File: src/itmf_pkg.sv
// shared constants of the bus target message framer
`default_nettype none

package itmf_pkg;

    localparam int PTR_W          = 8;
    localparam int DEFAULT_DEPTH  = 256;

    localparam logic [1:0] OP_WRITE   = 2'd0;
    localparam logic [1:0] OP_READ    = 2'd1;
    localparam logic [1:0] OP_STOP    = 2'd2;
    localparam logic [1:0] OP_CONSUME = 2'd3;

    localparam logic [7:0] MARK_START = 8'h21;
    localparam logic [7:0] MARK_BODY  = 8'h3A;
    localparam logic [7:0] MARK_END   = 8'h3F;
    localparam logic [7:0] COUNT_MAX  = 8'd254;

    localparam logic [1:0] KIND_OTHER = 2'd0;
    localparam logic [1:0] KIND_START = 2'd1;
    localparam logic [1:0] KIND_BODY  = 2'd2;
    localparam logic [1:0] KIND_END   = 2'd3;

endpackage

`default_nettype wire

File: src/i2c_target_message_framer_unit.sv
// top level of the bus target message framer
//
// channel  dir  tdata          tuser                                    tlast
// s        in   data_byte      opcode                                   -
// m        out  read_data      message_ready, frame_kind, ignored       -
//
// after reset a sweep over every address zeroes both memories; no request taken then
// write, consume and dropped requests answer straight from idle; a read answers after the store's registered read
// stop checks the mark, then clears the store for '!', or reads the count and copies bytes to the store for ':',
// then clears the receive buffer before it answers
// one request at a time; a waiting result holds off the next request unless taken that cycle
`default_nettype none

module i2c_target_message_framer_unit #(
    parameter int BUFFER_DEPTH = itmf_pkg::DEFAULT_DEPTH
) (
    input  wire logic       i_clk,
    input  wire logic       i_rst_n,
    input  wire logic       i_s_tvalid,
    output logic            o_s_tready,
    input  wire logic [7:0] i_s_tdata,   // [7:0] data_byte
    input  wire logic [1:0] i_s_tuser,   // [1:0] opcode
    output logic            o_m_tvalid,
    input  wire logic       i_m_tready,
    output logic      [7:0] o_m_tdata,   // [7:0] read_data
    output logic      [3:0] o_m_tuser    // [0] message_ready, [2:1] frame_kind, [3] ignored
);

    import itmf_pkg::*;

    localparam int             AW     = $clog2(BUFFER_DEPTH);
    localparam logic [AW-1:0]  LAST   = AW'(BUFFER_DEPTH - 1);
    localparam logic [PTR_W:0] DEPTHX = (PTR_W + 1)'(BUFFER_DEPTH);

    localparam logic [3:0] ST_INIT   = 4'd0;
    localparam logic [3:0] ST_IDLE   = 4'd1;
    localparam logic [3:0] ST_READ   = 4'd2;
    localparam logic [3:0] ST_STOP   = 4'd3;
    localparam logic [3:0] ST_COUNT  = 4'd4;
    localparam logic [3:0] ST_CP_RD  = 4'd5;
    localparam logic [3:0] ST_CP_WR  = 4'd6;
    localparam logic [3:0] ST_CLR_ST = 4'd7;
    localparam logic [3:0] ST_CLR_RX = 4'd8;

    logic [3:0]       r_state, n_state;
    logic [AW-1:0]    r_cnt, n_cnt;
    logic [PTR_W-1:0] r_rx_ptr, n_rx_ptr;
    logic [PTR_W-1:0] r_reply_ptr, n_reply_ptr;
    logic             r_ready, n_ready;
    logic             r_rd_ok, n_rd_ok;
    logic [1:0]       r_kind, n_kind;
    logic [7:0]       r_count, n_count;
    logic [7:0]       r_idx, n_idx;
    logic             r_ended, n_ended;
    logic             r_m_valid, n_m_valid;
    logic [7:0]       r_m_data, n_m_data;
    logic [3:0]       r_m_user, n_m_user;

    logic          rx_we, st_we;
    logic [AW-1:0] rx_waddr, rx_raddr, st_waddr, st_raddr;
    logic [7:0]    rx_wdata, st_wdata, rx_rdata, st_rdata;

    logic          s_acc;
    logic [7:0]    cp_src;
    logic          cp_ok;
    logic [7:0]    cp_byte;

    itmf_ram #(.P_WIDTH(8), .P_DEPTH(BUFFER_DEPTH)) u_rx_ram (
        .i_clk   (i_clk),
        .i_we    (rx_we),
        .i_waddr (rx_waddr),
        .i_wdata (rx_wdata),
        .i_raddr (rx_raddr),
        .o_rdata (rx_rdata)
    );

    itmf_ram #(.P_WIDTH(8), .P_DEPTH(BUFFER_DEPTH)) u_st_ram (
        .i_clk   (i_clk),
        .i_we    (st_we),
        .i_waddr (st_waddr),
        .i_wdata (st_wdata),
        .i_raddr (st_raddr),
        .o_rdata (st_rdata)
    );

    assign o_s_tready = (r_state == ST_IDLE) && (!r_m_valid || i_m_tready);
    assign s_acc      = i_s_tvalid && o_s_tready;
    assign o_m_tvalid = r_m_valid;
    assign o_m_tdata  = r_m_data;
    assign o_m_tuser  = r_m_user;

    assign cp_src  = r_idx + 8'd2;
    assign cp_ok   = {1'b0, cp_src} < DEPTHX;
    assign cp_byte = (r_ended || !cp_ok) ? 8'd0 : rx_rdata;

    always_comb begin
        n_state     = r_state;
        n_cnt       = r_cnt;
        n_rx_ptr    = r_rx_ptr;
        n_reply_ptr = r_reply_ptr;
        n_ready     = r_ready;
        n_rd_ok     = r_rd_ok;
        n_kind      = r_kind;
        n_count     = r_count;
        n_idx       = r_idx;
        n_ended     = r_ended;
        n_m_valid   = r_m_valid && !i_m_tready;
        n_m_data    = r_m_data;
        n_m_user    = r_m_user;
        rx_we       = 1'b0;
        rx_waddr    = r_cnt;
        rx_wdata    = 8'd0;
        rx_raddr    = '0;
        st_we       = 1'b0;
        st_waddr    = r_cnt;
        st_wdata    = 8'd0;
        st_raddr    = r_reply_ptr[AW-1:0];

        case (r_state)
            ST_INIT: begin
                rx_we = 1'b1;
                st_we = 1'b1;
                n_cnt = r_cnt + 1'b1;
                if (r_cnt == LAST) begin
                    n_cnt   = '0;
                    n_state = ST_IDLE;
                end
            end
            ST_IDLE: begin
                if (s_acc) begin
                    if (i_s_tuser == OP_CONSUME) begin
                        n_ready   = 1'b0;
                        n_m_valid = 1'b1;
                        n_m_data  = 8'd0;
                        n_m_user  = {1'b0, KIND_OTHER, 1'b0};
                    end else if (r_ready) begin
                        n_m_valid = 1'b1;
                        n_m_data  = 8'd0;
                        n_m_user  = {1'b1, KIND_OTHER, 1'b1};
                    end else begin
                        case (i_s_tuser)
                            OP_WRITE: begin
                                rx_we     = {1'b0, r_rx_ptr} < DEPTHX;
                                rx_waddr  = r_rx_ptr[AW-1:0];
                                rx_wdata  = i_s_tdata;
                                n_rx_ptr  = r_rx_ptr + 1'b1;
                                n_m_valid = 1'b1;
                                n_m_data  = 8'd0;
                                n_m_user  = {1'b0, KIND_OTHER, 1'b0};
                            end
                            OP_READ: begin
                                n_rd_ok     = {1'b0, r_reply_ptr} < DEPTHX;
                                n_reply_ptr = r_reply_ptr + 1'b1;
                                n_state     = ST_READ;
                            end
                            OP_STOP: begin
                                n_state = ST_STOP;
                            end
                            default: begin
                                n_state = ST_IDLE;
                            end
                        endcase
                    end
                end
            end
            ST_READ: begin
                n_m_valid = 1'b1;
                n_m_data  = r_rd_ok ? st_rdata : 8'd0;
                n_m_user  = {1'b0, KIND_OTHER, r_ready};
                n_state   = ST_IDLE;
            end
            ST_STOP: begin
                rx_raddr = AW'(1);
                n_cnt    = '0;
                case (rx_rdata)
                    MARK_START: begin
                        n_kind      = KIND_START;
                        n_reply_ptr = '0;
                        n_state     = ST_CLR_ST;
                    end
                    MARK_END: begin
                        n_kind  = KIND_END;
                        n_ready = 1'b1;
                        n_state = ST_CLR_RX;
                    end
                    MARK_BODY: begin
                        n_kind      = KIND_BODY;
                        n_reply_ptr = '0;
                        n_state     = ST_COUNT;
                    end
                    default: begin
                        n_kind  = KIND_OTHER;
                        n_state = ST_CLR_RX;
                    end
                endcase
            end
            ST_COUNT: begin
                n_count = (rx_rdata > COUNT_MAX) ? COUNT_MAX : rx_rdata;
                n_idx   = 8'd0;
                n_ended = 1'b0;
                n_state = (rx_rdata == 8'd0) ? ST_CLR_RX : ST_CP_RD;
            end
            ST_CP_RD: begin
                rx_raddr = cp_src[AW-1:0];
                n_state  = ST_CP_WR;
            end
            ST_CP_WR: begin
                st_we    = {1'b0, r_idx} < DEPTHX;
                st_waddr = r_idx[AW-1:0];
                st_wdata = cp_byte;
                if (cp_byte == 8'd0) begin
                    n_ended = 1'b1;
                end
                n_idx = r_idx + 1'b1;
                if (n_idx == r_count) begin
                    n_state = ST_CLR_RX;
                end else begin
                    n_state = ST_CP_RD;
                end
            end
            ST_CLR_ST: begin
                st_we = 1'b1;
                n_cnt = r_cnt + 1'b1;
                if (r_cnt == LAST) begin
                    n_cnt   = '0;
                    n_state = ST_CLR_RX;
                end
            end
            ST_CLR_RX: begin
                rx_we = 1'b1;
                n_cnt = r_cnt + 1'b1;
                if (r_cnt == LAST) begin
                    n_cnt     = '0;
                    n_rx_ptr  = '0;
                    n_m_valid = 1'b1;
                    n_m_data  = 8'd0;
                    n_m_user  = {1'b0, r_kind, r_ready};
                    n_state   = ST_IDLE;
                end
            end
            default: begin
                n_state = ST_INIT;
                n_cnt   = '0;
            end
        endcase
    end

    always_ff @(posedge i_clk) begin
        if (!i_rst_n) begin
            r_state     <= ST_INIT;
            r_cnt       <= '0;
            r_rx_ptr    <= '0;
            r_reply_ptr <= '0;
            r_ready     <= 1'b0;
            r_m_valid   <= 1'b0;
        end else begin
            r_state     <= n_state;
            r_cnt       <= n_cnt;
            r_rx_ptr    <= n_rx_ptr;
            r_reply_ptr <= n_reply_ptr;
            r_ready     <= n_ready;
            r_m_valid   <= n_m_valid;
        end
    end

    always_ff @(posedge i_clk) begin
        r_rd_ok  <= n_rd_ok;
        r_kind   <= n_kind;
        r_count  <= n_count;
        r_idx    <= n_idx;
        r_ended  <= n_ended;
        r_m_data <= n_m_data;
        r_m_user <= n_m_user;
    end

endmodule

`default_nettype wire

File: src/itmf_ram.sv
// generic single-port-write ram with registered read
`default_nettype none

module itmf_ram #(
    parameter int P_WIDTH = 8,
    parameter int P_DEPTH = 256
) (
    input  wire logic                       i_clk,
    input  wire logic                       i_we,
    input  wire logic [$clog2(P_DEPTH)-1:0] i_waddr,
    input  wire logic [P_WIDTH-1:0]         i_wdata,
    input  wire logic [$clog2(P_DEPTH)-1:0] i_raddr,
    output logic      [P_WIDTH-1:0]         o_rdata
);

    logic [P_WIDTH-1:0] r_mem [P_DEPTH];
    logic [P_WIDTH-1:0] r_rdata;

    always_ff @(posedge i_clk) begin
        if (i_we) begin
            r_mem[i_waddr] <= i_wdata;
        end
        r_rdata <= r_mem[i_raddr];
    end

    assign o_rdata = r_rdata;

endmodule

`default_nettype wire
File: config.mk
export PLATFORM = sky130hd
export DESIGN_NAME = i2c_target_message_framer_unit
export DESIGN_NICKNAME = d
export VERILOG_FILES = /design/src/itmf_pkg.sv /design/src/i2c_target_message_framer_unit.sv /design/src/itmf_ram.sv
export SDC_FILE = /design/constraint.sdc
export NUM_CORES = 2
export LEC_CHECK = 0
export ABC_AREA = 0
export BUFFER_PORTS_ARGS = -buffer_cell sky130_fd_sc_hd__buf_2
export CORE_MARGIN = 5
export CORE_UTILIZATION = 62
export CTS_BUF_LIST = sky130_fd_sc_hd__clkbuf_8
export DETAILED_ROUTE_END_ITERATION = 16
export PLACE_DENSITY = 0.78
export SYNTH_ARGS = -nofsm -noshare
export SYNTH_HDL_FRONTEND = slang
export SYNTH_SLANG_ARGS = --single-unit
File: constraint.sdc
create_clock -name i_clk -period 8 [get_ports i_clk]
set_clock_uncertainty 0.2 [all_clocks]
set_input_delay 2 -clock i_clk [delete_from_list [all_inputs] [get_ports i_clk]]
set_output_delay 2 -clock i_clk [all_outputs]
set_load 0.1 [all_outputs]
==> summary.txt <==
Logic synthesis
  – Sequential fraction of the synthesis area: 76.8%
  – Register bit total from synthesis: 4173
  – Synthesized cell area: 163000 µm²
  – Async SR Flop Fraction: 0%
  – Synth top area share: 76.2%
  – Synth cell types: 55
  – Synth Net Count: 9635
  – Number of synthesized flops with an enable pin: 4127
  – Syn Area/Cell: 16.9 µm²
  – Yosys warning total: 0
  – Post-Synthesis Cells: 9613
  – Area leader, netlist: edfxtp_1
  – Leading post-synthesis cells by cell area: edfxtp_1, mux4_2, nand2_1, nand3_1, nor2_1
  – Main synth FF type: edfxtp_1

Drt
  – 1st-iter DRT viols: 16.1k
  – Routed wire per std cell: 30.1 µm
  – Via count: 92.8k
  – Via density: 6.73
  – WL final: 415 mm
  – # DRC: 0
  – First-pass DRT Iterations: 10
  – DRT antenna net count: 0

CTS
  – Clk sinks: 4173
  – Clk Latency, worst-skew pair: 1.06 ns
  – Clock-pin slew on the worst setup and hold paths: 0.06 ns
  – # Post-CTS Setup Buffers: 0
  – CTS tree: built
  – # hold bufs at CTS: 0
  – Clock root cell: clkbuf_8
  – Total CTS buffers: 614
  – CTS HTree Levels: 6
  – Cts repair resizes: 0
  – CTS max path bufs: 4

Global route
  – Initial antenna violation count: 24
  – Grt peak-use layer: met2
  – Met2 GRT Util: 45.0%
  – First-pass GRT wire length: 604 mm
  – Congestion Overflow GR: 0
  – Met1 Track Usage GR: 42.7%
  – Met3 Use GR: 9.01%
  – Total track usage: 30.3%
  – Pin count of the biggest net entering global routing: 213
  – Number of global-route vias before repair: 90.0k

Timing
  – Relative slew slack: 11.4%
  – Max Fclk: 180 MHz
  – RSZ-0062 raised after global routing: no
  – Final Cycle Share: 69.4%
  – Worst-margin pin slew: 1.32 ns
  – Final hold slack: 0.334 ns
  – Fin. max-slew vios: 0
  – Final hold vios: 0
  – Endpoints failing setup: 0
  – Fin crit period: 5.55 ns
  – Setup_tns: 0 ns

Placement
  – Hpwl dp: 239 mm
  – GP Congestion: 0.933
  – I/O Buffers: 27
  – Cell Area, Placed: 166000 µm²

Job
  – Max Cap Viol: 0

Floorplanning
  – Boundary Pins: 28
  – Chip Width: 522 µm
  – Die area: 272000 µm²
  – Core area: 262000 µm²
  – Starting density of the core: 62.1%
  – Die height: 522 µm
  – Core Rows: 188

Critical path
  – Kind of critical path: flip-flop to flip-flop
  – Startpoint types: flip-flop
  – Crit path required time: 8.44 ns
  – CP endpoint kind: flip-flop
  – Data arrival, critical path: 6.00 ns
  – Crit-path max FO: 35

Worst hold path
  – HP Class: flip-flop to flip-flop

Final layout
  – Most frequent cells in the layout: edfxtp_1, nand2_1, mux4_2
  – Area grow syn2layout: 9.21%
  – Design area: 178000 µm²
  – Fraction of layout cells with a size suffix above 1: 16.2%
  – Core Util, Final: 67.9%
  – Final layout net count: 9822
  – Most common cell after layout, fill and taps aside: edfxtp_1
  – Fillers: 16.1k

Power and ir drop
  – Leakage: 55.8 nW
  – Power Density: 235 nW/µm²
  – VDD IR-drop max: 0.000221 V

Outcome
  – Outcome: completed
through the flow:
| stage | instances | power, mW | setup WS, ns |
|---|---|---|---|
| after floorplan | 9613 | 25.4 | 0.533 |
| after global placement | 12699 | 26.3 | 1.93 |
| final | 13795 | 41.7 | 2.45 |
| after detailed placement | 12699 | 26.3 | 1.86 |
| after global routing | 13789 | 42.9 | 2.13 |
| after CTS | 13784 | 41.8 | 2.59 |
critical path, cell delays in order (launching register included):
cell	delay [ns]
dfxtp_1	0.73
nand2b_1	0.28
or2_2	0.34
clkinv_1	0.77
o31ai_2	1.19
nand2_1	0.80
nor2_1	0.81
metal layers:
metal	wire length, µm	vias up
met5	223	-
met4	18800	22
met3	60300	1151
met2	190000	7802
met1	146000	45932
li1	-	37888
area by class of cell:
cell class	instances	area, µm²	area share [%]
antenna	11	27.5	0.0155
inverter	13	48.8	0.0275
sequential	4173	125000	70.3
clock inverter	458	2450	1.38
multi-input combinational	4825	35300	19.9
timing repair buffer	173	1760	0.990
tap	3515	4400	2.48
clock buffer	627	8630	4.86
synth_stat cells, types with 19 or more instances:
library cell  number
and3_1            30
and2_1            21
a21oi_1          332
buf_1             60
nand3_1          543
nor2_1           589
clkbuf_1         332
xor2_1            19
nor3_1            35
edfxtp_1        4127
a32oi_1          115
nand4_1          211
buf_2            197
mux2i_1           99
dfxtp_1           46
o21ai_0           37
a31oi_1          123
nand2_1         1751
a22oi_1          112
mux4_2           669
sequential cells by signal (all words and copies together) (netlist names), 2 cells and up:
name / count
r_idx: 8
u_st_ram.r_mem: 2048
u_rx_ram.o_rdata: 8
r_state: 4
r_kind: 2
u_st_ram.o_rdata: 8
r_rx_ptr: 8
r_cnt: 8
r_reply_ptr: 8
u_rx_ram.r_mem: 2048
r_count: 8
o_m_tdata: 8
o_m_tuser: 4
kinds of logic (layout without fill, tap and decap cells):
| group | Yosys count | in the layout | share of synthesized area, % |
|---|---|---|---|
| AND/OR/NAND/NOR | 3251 | 3251 | 8.50 |
| flip-flops | 4173 | 4173 | 76.8 |
| other | 0 | 11 | 0 |
| AO/OA/AOI/OAI | 761 | 761 | 2.94 |
| XOR/XNOR | 35 | 35 | 0.189 |
| multiplexers | 770 | 770 | 9.89 |
| adder cells (fa/ha/maj) | 8 | 8 | 0.0616 |
| buffers and inverters | 615 | 1271 | 1.61 |
where the power goes:
part           switching, mW  internal, mW  total, mW  leakage (nW)
sequential             0.154          23.9       24.1          39.4
clock                   7.96          7.81       15.8          6.33
combinational           1.37         0.476       1.85          10.1
total                   9.49          32.2       41.7          55.8
worst paths after layout:
path,start,endpoint,slack (ns),cells past startpoint
worst min register to register,r_cnt[1],r_cnt[1],0.33,2
worst max-delay path,r_state[3],u_st_ram.r_mem[197][0],2.45,6
worst max register to register,r_state[3],u_st_ram.r_mem[197][0],2.45,6
worst min-delay path,r_cnt[1],r_cnt[1],0.33,2
(Power assumes the default switching activity.)
